## config.mk

```make
export PLATFORM = sky130hd
export DESIGN_NAME = next_fit_port_pool_allocator
export DESIGN_NICKNAME = d
export VERILOG_FILES = /design/src/design/npa_pkg.sv /design/src/design/npa_ram.sv /design/src/design/npa_dp.sv /design/src/design/npa_ctrl.sv /design/src/design/next_fit_port_pool_allocator.sv
export SDC_FILE = /design/constraint.sdc
export NUM_CORES = 1
export LEC_CHECK = 0
export BUFFER_PORTS_ARGS = -buffer_cell sky130_fd_sc_hd__buf_2
export CELL_PAD_IN_SITES_DETAIL_PLACEMENT = 1
export CELL_PAD_IN_SITES_GLOBAL_PLACEMENT = 1
export CORE_ASPECT_RATIO = 0.9
export CORE_MARGIN = 1.5
export CORE_UTILIZATION = 40
export DETAILED_ROUTE_END_ITERATION = 6
export HOLD_SLACK_MARGIN = 0.1
export PLACE_DENSITY_LB_ADDON = 0.1
export SETUP_SLACK_MARGIN = 0.3
export SYNTH_ARGS = -nofsm -noshare
export SYNTH_HDL_FRONTEND = slang
export SYNTH_SLANG_ARGS = --single-unit
```

## constraint.sdc

```tcl
create_clock -name clk -period 14.01 [get_ports clk]
set_input_delay 1.401 -clock clk [delete_from_list [all_inputs] [get_ports clk]]
set_output_delay 1.401 -clock clk [all_outputs]
set_load 0.02 [all_outputs]
```

## src/design/npa_pkg.sv

```systemverilog
`timescale 1ns / 1ps

package npa_pkg;

  localparam int PORT_W     = 16;
  localparam int OWNER_W    = 16;
  localparam int COUNT_W    = 7;
  localparam int STATUS_W   = 3;
  localparam int CMD_W      = 2;
  localparam int CFG_IDX_W  = 2;
  localparam int CFG_DATA_W = 16;

  localparam logic [PORT_W-1:0] PORT_MAX = 16'hFFFF;

  typedef enum logic [CMD_W-1:0] {
    CMD_REQ_ONE   = 2'd0,
    CMD_REQ_MULTI = 2'd1,
    CMD_RELEASE   = 2'd2,
    CMD_QUERY     = 2'd3
  } cmd_t;

  typedef enum logic [STATUS_W-1:0] {
    ST_OK       = 3'd0,
    ST_NOFREE   = 3'd1,
    ST_CONFLICT = 3'd2,
    ST_BADCOUNT = 3'd3,
    ST_NONE     = 3'd4
  } status_t;

  typedef enum logic [CFG_IDX_W-1:0] {
    CFG_BASE_PORT = 2'd0,
    CFG_POOL_SIZE = 2'd1
  } cfg_idx_t;

  typedef struct packed {
    logic [CMD_W-1:0]   cmd;
    logic [OWNER_W-1:0] owner;
    logic [COUNT_W-1:0] count;
  } npa_in_t;

  typedef struct packed {
    logic [PORT_W-1:0]   port;
    logic [STATUS_W-1:0] status;
    logic                last;
  } npa_out_t;

  typedef struct packed {
    logic                load;
    logic                count_en;
    logic                rewind_zero;
    logic                rewind_start;
    logic                list_en;
    logic                release_en;
    logic                alloc_en;
    logic                emit;
    logic [STATUS_W-1:0] status;
  } npa_ctl_t;

  typedef struct packed {
    logic [CMD_W-1:0] cmd;
    logic             scan_done;
    logic             alloc_done;
    logic             held_zero;
    logic             held_eq_count;
    logic             count_zero;
    logic             free_zero;
    logic             free_short;
  } npa_sts_t;

endpackage

```

## src/design/npa_ram.sv

```systemverilog
`timescale 1ns / 1ps

module npa_ram #(
  parameter int WIDTH = 16,
  parameter int DEPTH = 64,
  parameter int AW    = (DEPTH > 1) ? $clog2(DEPTH) : 1
) (
  input  logic             clk,
  input  logic             we,
  input  logic [AW-1:0]    waddr,
  input  logic [WIDTH-1:0] wdata,
  input  logic [AW-1:0]    raddr,
  output logic [WIDTH-1:0] rdata
);

  logic [WIDTH-1:0] mem [DEPTH];

  always_ff @(posedge clk) begin
    if (we) begin
      mem[waddr] <= wdata;
    end
    rdata <= mem[raddr];
  end

endmodule

```

## src/design/npa_dp.sv

```systemverilog
`timescale 1ns / 1ps

module npa_dp
  import npa_pkg::*;
#(
  parameter int POOL_DEPTH = 64,
  parameter int OWNER_BITS = 16
) (
  input  logic                  clk,
  input  logic                  rst,
  input  npa_in_t               item,
  input  logic                  cfg_we,
  input  logic [CFG_IDX_W-1:0]  cfg_index,
  input  logic [CFG_DATA_W-1:0] cfg_data,
  input  npa_ctl_t              ctl,
  output npa_sts_t              sts,
  output logic                  result_valid,
  output npa_out_t              result
);

  localparam int IDX_W = (POOL_DEPTH > 1) ? $clog2(POOL_DEPTH) : 1;
  localparam int CNT_W = $clog2(POOL_DEPTH + 1);

  logic [PORT_W-1:0]     base;
  logic [COUNT_W-1:0]    psize;
  logic [POOL_DEPTH-1:0] used;
  logic [IDX_W-1:0]      cursor;

  logic [CMD_W-1:0]      cmd_r;
  logic [OWNER_BITS-1:0] own_r;
  logic [COUNT_W-1:0]    count_r;

  logic [IDX_W-1:0]      pos;
  logic [CNT_W-1:0]      step;
  logic                  s_valid;
  logic [IDX_W-1:0]      s_pos;
  logic [CNT_W-1:0]      nheld;
  logic [CNT_W-1:0]      nfree;
  logic [CNT_W-1:0]      got;

  logic [OWNER_BITS-1:0] rdata;
  logic [16:0]           room;
  logic [16:0]           n_wide;
  logic [CNT_W-1:0]      n;
  logic [IDX_W-1:0]      start_pos;
  logic [IDX_W-1:0]      pos_inc;
  logic [COUNT_W-1:0]    want;
  logic                  issue;
  logic                  alloc_go;
  logic                  take;
  logic                  match;
  logic                  cfg_hit;

  npa_ram #(
    .WIDTH(OWNER_BITS),
    .DEPTH(POOL_DEPTH)
  ) u_owner_ram (
    .clk  (clk),
    .we   (take),
    .waddr(pos),
    .wdata(own_r),
    .raddr(pos),
    .rdata(rdata)
  );

  always_comb begin
    room   = 17'(PORT_MAX) - 17'(base) + 17'd1;
    n_wide = 17'(psize);
    if (n_wide > 17'(POOL_DEPTH)) begin
      n_wide = 17'(POOL_DEPTH);
    end
    if (n_wide > room) begin
      n_wide = room;
    end
    n = CNT_W'(n_wide);
  end

  assign start_pos = (8'(cursor) < 8'(n)) ? cursor : '0;
  assign pos_inc   = (8'(pos) + 8'd1 == 8'(n)) ? '0 : IDX_W'(8'(pos) + 8'd1);
  assign want      = (cmd_r == CMD_REQ_ONE) ? COUNT_W'(1) : count_r;
  assign issue     = (ctl.count_en | ctl.list_en | ctl.release_en) && (8'(step) < 8'(n));
  assign alloc_go  = ctl.alloc_en && (8'(step) < 8'(n)) && (8'(got) < 8'(want));
  assign take      = alloc_go && !used[pos];
  assign match     = s_valid && used[s_pos] && (rdata == own_r);
  assign cfg_hit   = cfg_we && (cfg_index == CFG_BASE_PORT || cfg_index == CFG_POOL_SIZE);

  assign sts.cmd           = cmd_r;
  assign sts.scan_done     = (step == n) && !s_valid;
  assign sts.alloc_done    = (8'(got) == 8'(want));
  assign sts.held_zero     = (nheld == '0);
  assign sts.held_eq_count = (8'(nheld) == 8'(count_r));
  assign sts.count_zero    = (count_r == '0);
  assign sts.free_zero     = (nfree == '0);
  assign sts.free_short    = (8'(nfree) < 8'(count_r));

  always_ff @(posedge clk) begin
    if (rst) begin
      base   <= '0;
      psize  <= '0;
      used   <= '0;
      cursor <= '0;
    end else begin
      if (cfg_hit) begin
        if (cfg_index == CFG_BASE_PORT) begin
          base <= cfg_data[PORT_W-1:0];
        end else begin
          psize <= cfg_data[COUNT_W-1:0];
        end
        used   <= '0;
        cursor <= '0;
      end
      if (take) begin
        used[pos] <= 1'b1;
        cursor    <= pos_inc;
      end
      if (ctl.release_en && match) begin
        used[s_pos] <= 1'b0;
      end
    end
  end

  always_ff @(posedge clk) begin
    if (rst) begin
      s_valid      <= 1'b0;
      result_valid <= 1'b0;
      step         <= '0;
      pos          <= '0;
      got          <= '0;
      nheld        <= '0;
      nfree        <= '0;
    end else begin
      result_valid <= 1'b0;
      s_valid      <= issue;
      s_pos        <= pos;
      if (ctl.load) begin
        cmd_r   <= item.cmd;
        own_r   <= OWNER_BITS'(item.owner);
        count_r <= item.count;
        pos     <= '0;
        step    <= '0;
        got     <= '0;
        nheld   <= '0;
        nfree   <= '0;
      end else if (ctl.rewind_zero) begin
        pos  <= '0;
        step <= '0;
        got  <= '0;
      end else if (ctl.rewind_start) begin
        pos  <= start_pos;
        step <= '0;
        got  <= '0;
      end else if (issue) begin
        pos  <= pos_inc;
        step <= step + 1'b1;
      end else if (alloc_go) begin
        pos  <= pos_inc;
        step <= step + 1'b1;
      end
      if (ctl.count_en && s_valid) begin
        if (match) begin
          nheld <= nheld + 1'b1;
        end
        if (!used[s_pos]) begin
          nfree <= nfree + 1'b1;
        end
      end
      if (ctl.list_en && match) begin
        result_valid  <= 1'b1;
        result.port   <= base + PORT_W'(s_pos);
        result.status <= ST_OK;
        result.last   <= (8'(got) + 8'd1 == 8'(nheld));
        got           <= got + 1'b1;
      end
      if (take) begin
        result_valid  <= 1'b1;
        result.port   <= base + PORT_W'(pos);
        result.status <= ST_OK;
        result.last   <= (8'(got) + 8'd1 == 8'(want));
        got           <= got + 1'b1;
      end
      if (ctl.emit) begin
        result_valid  <= 1'b1;
        result.port   <= '0;
        result.status <= ctl.status;
        result.last   <= 1'b1;
      end
    end
  end

`ifndef NO_ASSERTIONS
  a_fail_single: assert property (@(posedge clk) disable iff (rst)
    result_valid && result.status != ST_OK |-> result.last && result.port == '0)
    else $error("failure result not single with port zero");

  a_cfg_clears: assert property (@(posedge clk) disable iff (rst)
    cfg_hit |=> cursor == '0 && used == '0)
    else $error("config write did not clear the pool");

  a_alloc_bound: assert property (@(posedge clk) disable iff (rst)
    ctl.alloc_en |-> 8'(got) <= 8'(want))
    else $error("allocated more entries than wanted");

  a_list_bound: assert property (@(posedge clk) disable iff (rst)
    ctl.list_en && match |-> 8'(got) < 8'(nheld))
    else $error("listed more entries than held");
`endif

endmodule

```

## src/design/npa_ctrl.sv

```systemverilog
`timescale 1ns / 1ps

module npa_ctrl
  import npa_pkg::*;
(
  input  logic     clk,
  input  logic     rst,
  input  logic     start,
  output logic     busy,
  input  npa_sts_t sts,
  output npa_ctl_t ctl
);

  typedef enum logic [5:0] {
    S_IDLE    = 6'b000001,
    S_COUNT   = 6'b000010,
    S_DECIDE  = 6'b000100,
    S_LIST    = 6'b001000,
    S_RELEASE = 6'b010000,
    S_ALLOC   = 6'b100000
  } state_t;

  state_t state;
  state_t state_next;

  assign busy = (state != S_IDLE);

  always_comb begin
    state_next = state;
    ctl        = '0;
    case (state)
      S_IDLE: begin
        if (start) begin
          ctl.load   = 1'b1;
          state_next = S_COUNT;
        end
      end
      S_COUNT: begin
        ctl.count_en = 1'b1;
        if (sts.scan_done) begin
          state_next = S_DECIDE;
        end
      end
      S_DECIDE: begin
        state_next = S_IDLE;
        case (sts.cmd)
          CMD_REQ_ONE: begin
            if (sts.free_zero) begin
              ctl.emit   = 1'b1;
              ctl.status = ST_NOFREE;
            end else begin
              ctl.rewind_start = 1'b1;
              state_next       = S_ALLOC;
            end
          end
          CMD_REQ_MULTI: begin
            if (sts.count_zero) begin
              ctl.emit   = 1'b1;
              ctl.status = ST_BADCOUNT;
            end else if (!sts.held_zero) begin
              if (!sts.held_eq_count) begin
                ctl.emit   = 1'b1;
                ctl.status = ST_CONFLICT;
              end else begin
                ctl.rewind_zero = 1'b1;
                state_next      = S_LIST;
              end
            end else if (sts.free_short) begin
              ctl.emit   = 1'b1;
              ctl.status = ST_NOFREE;
            end else begin
              ctl.rewind_start = 1'b1;
              state_next       = S_ALLOC;
            end
          end
          CMD_RELEASE: begin
            if (sts.held_zero) begin
              ctl.emit   = 1'b1;
              ctl.status = ST_NONE;
            end else begin
              ctl.rewind_zero = 1'b1;
              state_next      = S_RELEASE;
            end
          end
          default: begin
            if (sts.held_zero) begin
              ctl.emit   = 1'b1;
              ctl.status = ST_NONE;
            end else begin
              ctl.rewind_zero = 1'b1;
              state_next      = S_LIST;
            end
          end
        endcase
      end
      S_LIST: begin
        ctl.list_en = 1'b1;
        if (sts.scan_done) begin
          state_next = S_IDLE;
        end
      end
      S_RELEASE: begin
        ctl.release_en = 1'b1;
        if (sts.scan_done) begin
          ctl.emit   = 1'b1;
          ctl.status = ST_OK;
          state_next = S_IDLE;
        end
      end
      S_ALLOC: begin
        ctl.alloc_en = 1'b1;
        if (sts.alloc_done) begin
          state_next = S_IDLE;
        end
      end
      default: begin
        state_next = S_IDLE;
      end
    endcase
  end

  always_ff @(posedge clk) begin
    if (rst) begin
      state <= S_IDLE;
    end else begin
      state <= state_next;
    end
  end

`ifndef NO_ASSERTIONS
  a_load_idle: assert property (@(posedge clk) disable iff (rst)
    ctl.load |=> state == S_COUNT)
    else $error("load did not start the count pass");

  a_one_action: assert property (@(posedge clk) disable iff (rst)
    $onehot0({ctl.count_en, ctl.list_en, ctl.release_en, ctl.alloc_en}))
    else $error("more than one pass active");

  a_emit_ends: assert property (@(posedge clk) disable iff (rst)
    ctl.emit |=> state == S_IDLE)
    else $error("status result did not end the transaction");
`endif

endmodule

```

## src/design/next_fit_port_pool_allocator.sv

```systemverilog
`timescale 1ns / 1ps
// A count pass and then one list, release or allocate pass walk the active pool entries
// one per cycle; the count, list and release passes read the owner tags through the
// owner tag memory read port.
// Throughput: one item at a time; busy is low again by the cycle after the last result.
// Results appear for one cycle each on result_valid; the receiver cannot stall.
// Reset: synchronous rst frees the pool, zeroes the cursor and both config registers.

module next_fit_port_pool_allocator
  import npa_pkg::*;
#(
  parameter int POOL_DEPTH = 64,
  parameter int OWNER_BITS = 16
) (
  input  logic                  clk,
  input  logic                  rst,
  input  logic                  start,
  output logic                  busy,
  input  npa_in_t               item,
  output logic                  result_valid,
  output npa_out_t              result,
  input  logic                  cfg_we,
  input  logic [CFG_IDX_W-1:0]  cfg_index,
  input  logic [CFG_DATA_W-1:0] cfg_data
);

  npa_ctl_t ctl;
  npa_sts_t sts;

  npa_ctrl u_ctrl (
    .clk  (clk),
    .rst  (rst),
    .start(start),
    .busy (busy),
    .sts  (sts),
    .ctl  (ctl)
  );

  npa_dp #(
    .POOL_DEPTH(POOL_DEPTH),
    .OWNER_BITS(OWNER_BITS)
  ) u_dp (
    .clk         (clk),
    .rst         (rst),
    .item        (item),
    .cfg_we      (cfg_we),
    .cfg_index   (cfg_index),
    .cfg_data    (cfg_data),
    .ctl         (ctl),
    .sts         (sts),
    .result_valid(result_valid),
    .result      (result)
  );

endmodule

```

Yosys cells after proc, flatten, opt, wreduce, memory -nomap -nowiden
Memory sizes are Yosys's and may differ from the RTL's. A register that Yosys moved wholly into a read port is not among the register bits. Cells that the tools add are included.

Memories kept: 1. Input port bits: 47. Register bits: 186. Output and inout port bits: 22. Memory bits (writable): 1024.

Muxes and demuxes: 82. Equal/unequal tests: 21. $add $sub $neg: 10. Reductions and logical operators: 34. Bitwise logic cells: 7. $lt $le $gt $ge: 10.

Memories: u_dp.u_owner_ram.mem (depth 64, bits a word 16, read ports 1, clocked after Yosys merged registers in 1, write ports 1, line npa_ram.sv:16) `logic [WIDTH-1:0] mem [DEPTH];`.

Operators by type and width (number): $mux W64 (5); $mux W7 (16); $mux W6 (15); $and A64 B64 Y64 (1); $not A64 Y64 (1); $or A64 B64 Y64 (1); $mux W20 (2); $mux W4 (10); $add A16 B6 Y16 (2); $pmux W6 S5 (1); $add A7 B1 Y7 const B (4); $eq A8 B7 Y1 (3); $eq A7 B7 Y1 (3); $logic_not A7 Y1 (3); $lt A7 B7 Y1 (3); $mux W1 (21); $pmux W6 S3 (1); $add A17 B1 Y17 const B (1); $gt A7 B17 Y1 (1); $sub A16 B16 Y17 const A (1); $eq A16 B16 Y1 (1); $pmux W4 S2 (2); $lt A6 B7 Y1 const B (2); $logic_and A1 B1 Y1 (13); other kinds (34) (51).

Logic depth before layout (Yosys ltp)
Gate-level depths: netlist of run 1.

Depth in word-level cells: 12. Gate-level depth with buffers: 35. Mapped depth without buffers: 33.

Hierarchy
A second synthesis of run 1 with hierarchy kept.

Cells, all modules: 3083. Area total of the unflattened synthesis: 51247.9 um^2.

Modules (own cells, without submodules): npa_ram (instances 1, seq. area each 31069.8 um^2, cells an instance 1810, area an instance 39910.8 um^2); npa_dp (instances 1, seq. area each 4113.9 um^2, cells an instance 1205, area an instance 10811.6 um^2); npa_ctrl (instances 1, seq. area each 120.1 um^2, cells an instance 68, area an instance 525.5 um^2).

Worst setup path before layout of run 1
OpenSTA, ideal clock, no wires.

Kind: reg-to-reg. Start: reg u_dp.base[1]. End: reg u_dp.result[15] (netlist name). Stages on the path, launching flop included: 34. Arrival: 6350 ps. Setup time: 257 ps. Period minus slack after synthesis: 6606 ps. Setup slack: 7404 ps. Path through: dfxtp_1 > inv_1 > ha_1 > or4b_1 > nor2_1 > xor2_1 > ha_1 > nand3_1 > o21ai_0 > mux2i_1 > or4b_1 > clkbuf_1 > nor2_1 > mux2i_1 > ha_1 > nand3_1 > or3_1 > a211oi_1 > nor3_2 > o211ai_2 > clkbuf_1 > nand2_1 > o21ai_0 > ha_1 > a21o_1 > a21o_1 > a21o_1 > a21oi_1 > inv_1 > a21oi_1 > nor2_1 > nand4_1 > xor2_1 > nor2_1.

Cells in the longest elaborated chain, start to end: 9.

RTL lines: from (decl) (line npa_dp.sv:24) `logic [PORT_W-1:0] base;`; from (signal assigned) (line npa_dp.sv:105) `base <= cfg_data[PORT_W-1:0];`; $sub A16 B16 Y17 (line npa_dp.sv:67) `room = 17'(PORT_MAX) - 17'(base) + 17'd1;`; $add A17 B1 Y17 (line npa_dp.sv:67); $gt A7 B17 Y1 (line npa_dp.sv:72) `if (n_wide > room) begin`; $mux W7 (line npa_dp.sv:72); $lt A7 B7 Y1 (line npa_dp.sv:82) `assign alloc_go = ctl.alloc_en && (8'(step) < 8'(n)) && (8'(got) < 8'(want));`; $logic_and A1 B1 Y1 (2 in series) (line npa_dp.sv:82); $logic_and A1 B1 Y1 (line npa_dp.sv:83) `assign take = alloc_go && !used[pos];`; $mux W20 (line npa_dp.sv:174) `if (take) begin`.

Parallel ways exist; a longest one is shown, timed or not. The select of a mux whose other input is x is not followed. A chain may end at the register's enable or synchronous reset.

Final worst setup path of run 1
Start: reg u_dp.base[0]. End: reg u_dp.result[18] (netlist name).

Cells in the longest elaborated chain, start to end: 9.

RTL lines (line): $sub A16 B16 Y17 (npa_dp.sv:67); $add A17 B1 Y17 (npa_dp.sv:67); $gt A7 B17 Y1 (npa_dp.sv:72); $mux W7 (npa_dp.sv:72); $lt A7 B7 Y1 (npa_dp.sv:82); $logic_and A1 B1 Y1 (2 in series) (npa_dp.sv:82); $logic_and A1 B1 Y1 (npa_dp.sv:83); $mux W20 (npa_dp.sv:174).

Parallel ways exist; a longest one is shown, timed or not. The select of a mux whose other input is x is not followed.

==> results of run 1 <==
==> flip-flops by register name, summed over array words and instances (netlist names), 7 cells and up <==
name and count:
u_dp.used 64, u_dp.u_owner_ram.rdata 16, u_dp.nheld 7, u_dp.step 7, u_dp.own_r 16, u_dp.got 7, u_dp.base 16, u_dp.count_r 7
u_dp.nfree 7, u_dp.u_owner_ram.mem 1024, u_dp.result 20, u_dp.psize 7
==> tightest hold or removal path: stages, from the launching register on <==
cell	delay, ps
dfxtp_1	320
nand2_1	60
a21oi_1	50
==> report_power, final <==
group	internal (mW)	switching, mW	total (mW)
sequential	3.97	0.0135	3.99
clock	2.02	1.45	3.47
combinational	0.0485	0.143	0.192
total	6.04	1.61	7.65
==> worst max-delay path by stage <==
| stage | cells after the start | startpoint | to |
|---|---|---|---|
| CTS | 32 | u_dp.base[0]$_SDFFE_PP0P_ | u_dp.result[18]$_SDFFCE_PP0P_ |
| global route | 32 | u_dp.base[0]$_SDFFE_PP0P_ | u_dp.result[14]$_SDFFCE_PP0P_ |
| detailed placement | 32 | u_dp.base[0]$_SDFFE_PP0P_ | u_dp.result[14]$_SDFFCE_PP0P_ |
| global placement | 32 | u_dp.base[0]$_SDFFE_PP0P_ | u_dp.result[16]$_SDFFCE_PP0P_ |
| floorplan | 33 | u_dp.base[1]$_SDFFE_PP0P_ | u_dp.result[15]$_SDFFCE_PP0P_ |
| finish | 32 | u_dp.base[0]$_SDFFE_PP0P_ | u_dp.result[18]$_SDFFCE_PP0P_ |
==> per-stage QoR <==
stage | area (um2) | utilization, % | cells | total power, mW | setup slack, ps
finish | 55100 | 46.3 | 5014 | 7.65 | 5610
global route | 55100 | 46.3 | 5014 | 7.85 | 4910
CTS | 55100 | 46.3 | 5014 | 7.72 | 5660
detailed placement | 50900 | 42.7 | 4779 | 4.26 | 5730
global placement | 50900 | 42.7 | 4779 | 4.25 | 5940
floorplan | 48200 | - | 3211 | 4.17 | 7400
==> routing by layer <==
metal | global-route usage (%) | vias up | share of wire [%]
li1 | - | 13200 | -
met1 | 37.4 | 16200 | 45
met2 | 40.8 | 1017 | 47
met3 | 4.09 | 210 | 5.8
met4 | 6.30 | 2 | 1.9
met5 | 0 | - | 0.0082
==> cells in the mapped netlist (4+ instances only) <==
master	count
o211ai_1	6
o21ai_0	33
clkbuf_1	162
dfxtp_1	151
buf_2	7
a22oi_1	376
mux4_2	14
a21oi_1	180
or4_1	6
ha_1	42
nor4_1	22
or2_2	12
nor2b_1	18
nor3b_1	6
a211oi_1	68
nor3_1	24
nand2_1	119
nand3_1	68
a21o_1	17
a31oi_1	67
xnor2_1	35
and3_1	8
and2_1	7
nor2_1	167
nand3b_1	11
nand4_1	58
mux2i_1	20
o31ai_1	7
xor2_1	35
nor4b_1	5
a41oi_1	17
mux2_2	11
a221oi_1	79
or3_1	17
edfxtp_1	1075
nand2b_1	15
buf_1	40
o2bb2ai_1	4
inv_1	40
a22o_1	82
==> logic make-up (layout without fill, tap and decap cells) <==
kind of cell,after synthesis,in the layout
buf+inv,255,472
flops,1226,1226
compound gates,983,983
xor+xnor,70,70
mux,45,45
simple gates,588,588
fa+ha+maj,44,44
==> area by class of cell <==
| cell class | instances | area [um2] | area share [%] |
|---|---|---|---|
| clock buffer | 166 | 3510 | 6.37 |
| clock inverter | 69 | 721 | 1.31 |
| inverter | 42 | 158 | 0.286 |
| multi-input combinational | 1730 | 12100 | 22.0 |
| sequential | 1226 | 35300 | 64.0 |
| tap | 1586 | 1980 | 3.60 |
| timing repair buffer | 195 | 1330 | 2.42 |
==> out/results.txt, run 1 <==
In this design, the stage delay of the slowest critical-path cell is 1000 ps. After Yosys synthesis, full adders, half adders and majority gates account for 1.15% of the synthesized area. In the post-synthesis netlist, the biggest area contributors are edfxtp_1 (67%), dfxtp_1 (6.3%), a22oi_1 (5.9%), a21oi_1 (1.9%), a22o_1 (1.5%). Buffers added to address setup during post-CTS repair amount to 0. For the final weighted congestion in routability-driven placement, the log shows 0.855. Number of buffers added to fix hold violations after cts: 0. STA classifies the critical path startpoint as a flip-flop. The post-route netlist has 15.1% of its cells at a drive strength greater than 1. The run gives 48,200 um2 as the post-synthesis instance area. Across the VDD grid, the largest voltage drop is 0.000129 V.

Dividing total power by cell area gives a power density of 139 nW/um2. The endpoint arrival time on the critical path is 8900 ps, and the number of synthesized register bits is 1,226. For the fraction of the yosys area taken by sequential cells, the log shows 73.3%. After clock tree synthesis, the clock-pin slew on the worst setup and hold paths is 60 ps. For this run, the top clock speed supported by timing is 119 MHz. After detailed routing, the number of vias per cell comes to 6.12. For flop-to-flop paths, the worst setup slack is 5610 ps. For this run, design rule violations remaining after detail routing come to 0.

The number of buffer and inverter stages on the critical path was 3. Area enclosed by the die boundary: 123,000 um2. The repair_antennas step left the layout with diodes totalling 0. Across the routed clock network, the largest skew measured is 30.7 ps. Pin placement for this block handled 69 I/O pins.

The count of final setup violators was 0. The flow ran to the end, and the final reports show no timing, DRC or antenna violations. The longest clock path from root to sink contains 3 buffers. The logs give 158,000 um for the final wirelength and 3,211 for the gate count after technology mapping. The cell at the root of the clock tree is clkbuf_16.

For this run, the number of Yosys warnings is 0. Pin slew with the least headroom to its limit: 1450 ps. The hold path depth is 2.

Setup repair after global routing left no endpoint under its margin. The die outline width is 369 um. The total overflow reported by the global router was 0; the async set-or-reset flop fraction in the synthesized netlist was 0%.

The tool flagged a number of max-cap violations equal to 0. The H-tree was split into 4 levels. Vias after detailed routing: 30,700. The cell family contributing the most delay on the critical path is simple AND/OR/NAND/NOR gates. The logs give 40.4% for the initial cell density of the core and 120 for the site row count.

The worst register-to-register path begins at u_dp.base[0]$_SDFFE_PP0P_. The tools report the count of pins over their slew limit as 0. Critical path class: flip-flop to flip-flop.

For hold timing, the worst endpoint is u_dp.psize[5]$_SDFFE_PP0P_. In this run the worst path has a maximum fanout of 10. In this run the static leakage power is 17.3 nW. Dominant synthesized flop cell: edfxtp_1. The final hold violation count came out at 0.

A synthesized cell averages 15.0 um2. Across every metal layer, demand over resource in global routing totals 25.9%. By area, the combinational part of the netlist is dominated by compound AO/OA/AOI/OAI gates. Measured against the total synthesized area, the mux share comes to 1.33%. Of the post-synthesis cell area, the dominant cell type holds 67.0%. During placement, the flow inserted port buffers numbering 68.

The clock drives 1,226 sinks. The final critical path time including I/O delays and setup is 8400 ps. The most common library cell in the layout ignoring fill and taps is edfxtp_1.

In this run, post-CTS repair resized a total of 0 instances. The worst setup path is captured at a flip-flop. The share of the synthesized area in compound gates (AO/OA/AOI/OAI) was 14.7%. The total half-perimeter wirelength after legalization and detailed placement came out at 92,600 um. In the layout the commonest cells are edfxtp_1 (1,075), a22oi_1 (376), a21oi_1 (180).

The later pin in the worst-skew pair is clocked with a latency of 780 ps. The worst register-to-register path ends at u_dp.result[18]$_SDFFCE_PP0P_. Cell type of the slowest stage on the worst timing path: nor4b_1.

In this run the tightest slew margin relative to its limit is 2.28%. For the number of buffers created by CTS, the log shows 133. For the count of unique library cells instantiated by Yosys, the log shows 88. TritonCTS built the clock tree. At the worst endpoint, the required time is 14,510 ps.

The period utilization is 60.0%, and the detailed-router iteration count before antenna repair is 5. In the final design database the tool counted 3,418 nets. Synthesis produced a netlist with a net count of 3,301.

The height of the die was 332 um; the final hold slack was 486 ps. The number of antenna violations at the first check in global routing was 5; the routed length per placed instance was 31.6 um. The min-delay analysis places its worst path in the category flip-flop to flip-flop. The first-pass GRT wire length is 230,000 um, and the number of global-route vias before repair is 31,800. The worst-case reg-to-reg path depth came out at 32. edfxtp_1 takes more of the synthesized area than any other cell. The sum of negative setup slack was 0 ps.

The detail route stage leaves a number of antenna-violating nets equal to 0. The startpoint identified for the worst hold timing path is u_dp.psize[5]$_SDFFE_PP0P_. For this block, the initial DRC count from the detailed router was 2,824. The area growth from synthesis to layout is 14.5%, and the number of filler instances in the final layout is 11,600. The core region is 119,000 um2. The share of synthesized cell area in and, or, nand and nor gates was 6.19%; the post-synthesis xor/xnor area fraction was 1.27%. Entering global routing, the biggest net connects 98 pins.

The count of flip-flops with a built-in enable after synthesis is 1,075.
Power figures use the tool's default switching activity.
==> inputs of run 2 (changes only) <==
- clock period: 14.01 -> 8.8 ns (I/O delays scaled with it)
==> out/results.txt, run 2 (synthesis results as in run 1) <==
The tools report the fraction of power consumed by sequential logic as 53.1% (+1.0 points). Launching element type of the critical path: a flip-flop. The combined global-route utilization of all metal layers is 25.5% (-0.38 points). The tools report the post-detailed-route count of antenna-violating nets as 0 (unchanged). The peak clock frequency supported by timing was 125 MHz (+4.9%). For the static leakage, the log shows 17.2 nW (-0.22%). For the sum of negative setup slack, the log shows 0 ps (unchanged).

The share of cells above drive strength 1 is 15.0% (-0.018 points). Clock tree skew after final layout: 38.4 ps (+7.71 ps). The DRC violations left is 0 (unchanged). The flow ran to the end, but the final reports show violations. The count of input and output buffers is 68 (unchanged), and the final critical path time including I/O delays and setup is 8010 ps (-396 ps). The final hold slack is 280 ps (-205 ps), and the number of buffers added to fix hold violations after cts is 0 (unchanged).

The period utilization was 91.0% (+31 points); the number of buffers created by CTS was 132 (-0.75%). The max-cap check violation count came out at 1 (+1). The worst-case reg-to-reg path depth works out to 32 (unchanged).

The number of H-tree branching levels was 4 (unchanged); the number of filler instances in the final layout was 11,600 (+0.23%). The run gives 92,700 um (+0.12%) as the total half-perimeter wirelength after legalization and detailed placement. The pin slew with the least headroom to its limit works out to 1480 ps (+35.2 ps). The run gives 123,000 um2 (unchanged) as the area enclosed by the die boundary. The tools report the share of power burned in the clock network as 44.3% (-1.1 points).

TritonCTS built the clock tree. Following the worst setup path forward leads to its endpoint at u_dp.result[14]$_SDFFCE_PP0P_. The run gives 2.6% (about the same) as the combinational cell fraction of total power. The tools report the final weighted congestion in routability-driven placement as 0.879 (+2.8%). For this design, the slowest cell found on the critical path is or4b_1. The final reports fail on capacitance limit. The area growth from synthesis to layout was 14.2%.

The count of placed standard cells in the final layout, fillers left out is 5,020 (+0.12%), and the pin count of the biggest net entering global routing is 95 (-3.1%). The run gives 9290 ps (-5220 ps) as the endpoint required time on the critical path. Capturing element type of the critical path: a flip-flop. The delay of the slowest cell on the worst path was 620 ps (-380 ps). The maximum clock path buffer count came out at 3 (unchanged). The critical path is of the flip-flop to flip-flop type. The number of flip-flops in the largest register came out at 1,024 (unchanged). The endpoint identified for the worst register-to-register timing path is u_dp.result[14]$_SDFFCE_PP0P_. The die outline width was 369 um (unchanged); the slack of the worst reg-to-reg path was 790 ps (-4810 ps). The detailed-router iteration count before antenna repair is 6 (+1), and the vias after detailed routing is 30,800 (+0.22%).

The detail-routed via count per cell was 6.13 (about the same); the site row count was 120 (unchanged). The register with the highest flop count was u_dp.u_owner_ram.mem. The count of pins over their slew limit was 0 (unchanged); the number of placed instances with taps included was 4,788 (+0.19%).

The run gives 119,000 um2 (unchanged) as the core area. The tools report the count of final setup violators as 0 (unchanged). The classification of the worst-slack hold path was input port to flip-flop. The peak supply drop was 0.000189 V (+46%); the first-pass GRT wire length was 227,000 um (-1.0%).

The routed length per placed instance is 31.3 um (-0.95%), and the clock transition time at the flip-flop clock pins of the worst setup and hold paths is 60 ps (about the same). The total overflow reported by the global router is 0 (unchanged). The design internal power is 9.41 mW (+56%).

The most critical setup path has its startpoint at u_dp.base[0]$_SDFFE_PP0P_. The largest registers in the layout are u_dp.u_owner_ram.mem: 1024 flops, u_dp.used: 64 flops, u_dp.result: 20 flops. The final hold violation count came out at 0 (unchanged).

The worst hold path begins at item[6]. The tools report the layout net count as 3,426 (+0.23%). The height of the die was 332 um (unchanged); the iteration-0 DRC count of the detailed router was 3,000 (+6.2%). The tools report the beginning of the worst register-to-register path as u_dp.base[0]$_SDFFE_PP0P_. Cell at the root of the clock tree: clkbuf_16. For the clock latency on the worst-skew pair, the log shows 780 ps (about the same). The most common library cell in the layout ignoring fill and taps was edfxtp_1. The initial cell density of the core was 40.4% (unchanged).

The run gives 2 (-3) as the number of antenna violations at the first check in global routing. Maximum net fanout on the critical path: 10 (unchanged). The tools report the CTS sink count as 1,226 (unchanged).

In the layout the commonest cells are edfxtp_1 (1,075), a22oi_1 (376), a21oi_1 (179). Setup repair after global routing left no endpoint under its margin. The endpoint arrival time on the critical path is 8500 ps (-400 ps), and the final wirelength is 157,000 um (-0.83%). The number of global-route vias before repair was 31,700 (-0.39%). The share of total power consumed by net switching came out at 21.3% (+0.30 points). The normalized max-slew margin was 0.835% (-1.4 points).

The I/O pin count is 69 (unchanged). The switching power of the nets is 2.55 mW (+59%). The total power per unit cell area works out to 217 nW/um2 (+57%).

The tools report the total setup buffers inserted after CTS as 0 (unchanged).
## run 2: changes by cell type in the layout (fill, tap and decap cells not counted), sizes merged
cell	delta
inv	-3
clkbuf	+7
buf	+9
diode	+2
clkinvlp	-3
clkinv	+3
bufinv	-9
## run 2: through the flow
stage | power (mW) | util [%] | area, um2 | setup WS, ps
after CTS | 12.1 | 46.1 | 55000 | 426
after global routing | 12.3 | 46.2 | 55000 | 346
after floorplan | 6.64 | - | 48200 | 2190
after global placement | 6.76 | 42.7 | 51000 | 845
after detailed placement | 6.78 | 42.7 | 51000 | 533
final | 12.0 | 46.2 | 55000 | 794
## run 2: power groups by stage
stage / logic, mW / registers (mW) / clock network (mW)
after floorplan: 0.150 / 6.49 / 0
after global routing: 0.333 / 6.35 / 5.58
after global placement: 0.295 / 6.47 / 0
after CTS: 0.307 / 6.35 / 5.40
after detailed placement: 0.306 / 6.47 / 0
final: 0.307 / 6.35 / 5.30
## run 2: critical path: cells and delay by family, from the launching register on
family                   cells  cell delay (ps)
AND/OR/NAND/NOR             15             3410
adder cells (fa/ha/maj)      5             1480
buffers and inverters        2              180
XOR/XNOR                     2              460
AO/OA/AOI/OAI                6             1170
multiplexers                 2              590
flip-flops                   1              410
## run 2: what timing repair did
item | CTS | global route
gates resized for setup | 0 | 2
setup endpoints to repair | 0 | 30
hold endpoints to repair | 0 | 0
## run 2: area by class of cell
type | instances | area (um2) | area share, %
clock inverter | 57 | 448 | 0.814
clock buffer | 173 | 3600 | 6.55
sequential | 1226 | 35300 | 64.2
multi-input combinational | 1730 | 12100 | 22.1
antenna | 2 | 5.00 | 0.00910
timing repair buffer | 204 | 1390 | 2.52
tap | 1586 | 1980 | 3.61
inverter | 42 | 158 | 0.286
## run 2: how the worst min path moves through the flow
stage / to / slack, ps / cells past startpoint
after floorplan: u_dp.s_pos[2]$_DFFE_PN_ / 410 / 0
after global placement: u_dp.psize[5]$_SDFFE_PP0P_ / 470 / 2
after detailed placement: u_dp.psize[3]$_SDFFE_PP0P_ / 470 / 2
after CTS: u_dp.count_r[6]$_DFFE_PP_ / 220 / 1
after global routing: u_dp.cmd_r[1]$_DFFE_PP_ / 250 / 1
final: u_dp.count_r[6]$_DFFE_PP_ / 280 / 1
## run 2: layer usage
layer / vias to the layer above / wire length, um / GRT usage [%] / part of all wire (%)
met5: - / 0 / 0 / 0
met4: 0 / 3490 / 7.02 / 2.2
met3: 218 / 9030 / 3.44 / 5.8
met2: 1082 / 72600 / 39.9 / 46
met1: 16200 / 71800 / 37.3 / 46
li1: 13200 / - / - / -
==> inputs of run 3 (changes only) <==
- ABC_CLOCK_PERIOD_IN_PS: unset -> 8200
- clock period: 8.8 -> 8.2 ns (I/O delays scaled with it)
==> out/results.txt, run 3 (synthesis results as in run 1) <==
Final hold violation count: 0 (unchanged). The cell family with the largest share of critical-path delay was simple AND/OR/NAND/NOR gates. The pin slew with the least headroom to its limit is 1300 ps (-182 ps), and the number of buffer and inverter stages on the critical path is 4 (+2).

The routed length per placed instance was 31.9 um (+2.0%). Counting flops per register, the top entry is u_dp.u_owner_ram.mem. The vias after detailed routing is 31,000 (+0.82%), and the number of buffers created by CTS is 133 (+0.76%).

The clock latency on the worst-skew pair is 780 ps (about the same). Cell type of the slowest stage on the worst timing path: or4b_4. STA classifies the critical path endpoint as a flip-flop. The delay of the slowest cell on the worst path was 660 ps (+40 ps).

The CTS sink count is 1,226 (unchanged). The worst setup path is of the flip-flop to flip-flop kind. The total setup buffers inserted after CTS was 0 (unchanged); the peak clock frequency supported by timing was 135 MHz (+8.0%). The cell at the root of the clock tree was clkbuf_16.

The logs give 13.2% (+12 points) for the normalized max-slew margin and 0 (unchanged) for the count of pins over their slew limit. The max-cap check violation count is 0 (-1). STA classifies the critical path startpoint as a flip-flop. The site row count is 120 (unchanged). The run gives 35,300 um2 (about the same) as the area occupied by registers. The number of flip-flops in the largest register is 1,024 (unchanged), and the period utilization is 90.4% (-0.61 points). The maximum net fanout on the critical path works out to 23 (+13). The classification of the worst-slack hold path was input port to flip-flop. The top cell types in the final layout, fill and taps aside, are edfxtp_1 (1,075), a22oi_1 (376), a21oi_1 (180). The number of antenna violations at the first check in global routing is 2 (unchanged). The switching power of the nets came out at 2.78 mW (+9.3%). Fraction of power consumed by sequential logic: 51.8% (-1.3 points).

The final weighted congestion in routability-driven placement is 0.877 (-0.18%). The I/O pin count was 69 (unchanged). The die outline width works out to 369 um (unchanged). The share of power burned in the clock network came out at 45.6% (+1.3 points). The endpoint arrival time on the critical path came out at 7920 ps (-580 ps).

The run gives 40.4% (unchanged) as the initial cell density of the core. Core area: 119,000 um2 (unchanged). The post-placement cell area is 50,900 um2 (-0.12%), and the clock transition time at the flip-flop clock pins of the worst setup and hold paths is 60 ps (about the same).

The cell seen most often among critical-path stages is ha_1. Height of the die: 332 um (unchanged). For the final wirelength, the log shows 160,000 um (+2.1%). The largest registers in the layout are u_dp.u_owner_ram.mem: 1024 flops, u_dp.used: 64 flops, u_dp.result: 20 flops. The logs give 231,000 um (+1.8%) for the first-pass GRT wire length and 0.000187 V (-0.94%) for the peak supply drop. The run gives 17.3 nW (+0.54%) as the static leakage.

The DRC violations left came out at 0 (unchanged). The maximum clock path buffer count was 3 (unchanged); the combinational cell fraction of total power was 2.6% (about the same). The count of input and output buffers was 68 (unchanged). The area enclosed by the die boundary is 123,000 um2 (unchanged). The total overflow reported by the global router was 0 (unchanged); the post-route cell area was 55,300 um2 (+0.46%). The combined global-route utilization of all metal layers was 26.0% (+0.55 points); the detail-routed via count per cell was 6.17 (+0.76%). The layout net count was 3,418 (-0.23%); the pin count of the biggest net entering global routing was 102 (+7.4%). The logs give 7 (+1) for the detailed-router iteration count before antenna repair and 36.9 ps (-1.51 ps) for the clock tree skew after final layout. The final critical path time including I/O delays and setup was 7410 ps (-596 ps); the post-detailed-route count of antenna-violating nets was 0 (unchanged). The logs give 11,600 (-0.15%) for the number of filler instances in the final layout and 8710 ps (-580 ps) for the endpoint required time on the critical path. The area used by multi-input combinational logic was 12,200 um2 (+0.33%); the sum of negative setup slack was 0 ps (unchanged).

The tools report the number of buffers added to fix hold violations after cts as 0 (unchanged). The number of global-route vias before repair was 31,900 (+0.53%). The library cell used most frequently in the layout, excluding fill and tap cells, is edfxtp_1. The run gives 3,309 (+10%) as the iteration-0 DRC count of the detailed router.

The number of H-tree branching levels is 4 (unchanged), and the share of cells above drive strength 1 is 15.4% (+0.41 points). The antenna diode instance count was 0 (-2); the count of final setup violators was 0 (unchanged). The design internal power is 10.4 mW (+10%). The area growth from synthesis to layout is 14.8%, and the total half-perimeter wirelength after legalization and detailed placement is 95,000 um (+2.5%). The flow ran to the end, and the final reports show no timing, DRC or antenna violations.

Setup repair after global routing left no endpoint under its margin. TritonCTS built the clock tree. The share of total power consumed by net switching is 21.2% (-0.13 points), and the total power per unit cell area is 238 nW/um2 (+9.5%).
[run 3: per-stage QoR]
| step | utilization, % | hold WS, ps | total power [mW] | worst slack (ps) | cells |
|---|---|---|---|---|---|
| floorplan | - | 406 | 7.13 | 1590 | 3211 |
| global placement | 42.7 | 469 | 7.27 | 569 | 4778 |
| detailed placement | 42.7 | 475 | 7.28 | 252 | 4778 |
| CTS | 46.3 | 168 | 13.2 | 337 | 5022 |
| global route | 46.4 | 194 | 13.5 | 362 | 5023 |
| finish | 46.4 | 219 | 13.1 | 789 | 5023 |
[run 3: power by group through the flow]
| stage | Combinational (mW) | Clock (mW) | Sequential (mW) |
|---|---|---|---|
| after floorplan | 0.161 | 0 | 6.97 |
| after global placement | 0.318 | 0 | 6.95 |
| after detailed placement | 0.333 | 0 | 6.95 |
| after CTS | 0.335 | 6.09 | 6.82 |
| after global routing | 0.366 | 6.29 | 6.81 |
| final | 0.339 | 5.99 | 6.82 |
[run 3: layout make-up]
class                      instances  share of cell area, %
clock inverter                    63                   1.07
clock buffer                     181                   6.76
tap                             1586                   3.59
multi-input combinational       1730                   22.0
timing repair buffer             195                   2.41
sequential                      1226                   63.9
inverter                          42                  0.285
[run 3: repair_timing]
item / 4_1_cts / 5_1_grt
setup endpoints to repair: 3 / 12
cloned: 0 / 0
resized for setup: 1 / 11
[run 3: path summary, 6_finish.rpt]
| kind | start | end | slack (ps) | cells past startpoint |
|---|---|---|---|---|
| max | u_dp.base[1]$_SDFFE_PP0P_ | u_dp.result[15]$_SDFFCE_PP0P_ | 790 | 30 |
| min | item[6] | u_dp.count_r[6]$_DFFE_PP_ | 220 | 1 |
| max reg2reg | u_dp.base[1]$_SDFFE_PP0P_ | u_dp.result[15]$_SDFFCE_PP0P_ | 790 | 30 |
| min reg2reg | u_dp.psize[5]$_SDFFE_PP0P_ | u_dp.psize[5]$_SDFFE_PP0P_ | 480 | 2 |
[run 3: layer usage]
layer	routed length, um	vias to the layer above	part of all wire, %	GRT usage (%)
li1	-	13200	-	-
met1	73300	16500	46	37.8
met2	74200	1029	46	40.6
met3	9240	223	5.8	3.98
met4	3530	0	2.2	7.09
met5	0	-	0	0
[run 3: worst register-to-register path: cells and delay by family, from the launching register on]
kind / cells / cell delay, ps
flip-flops: 1 / 420
adder cells (fa/ha/maj): 4 / 1060
AND/OR/NAND/NOR: 12 / 2300
AO/OA/AOI/OAI: 7 / 1850
multiplexers: 1 / 370
buffers and inverters: 4 / 700
XOR/XNOR: 2 / 450
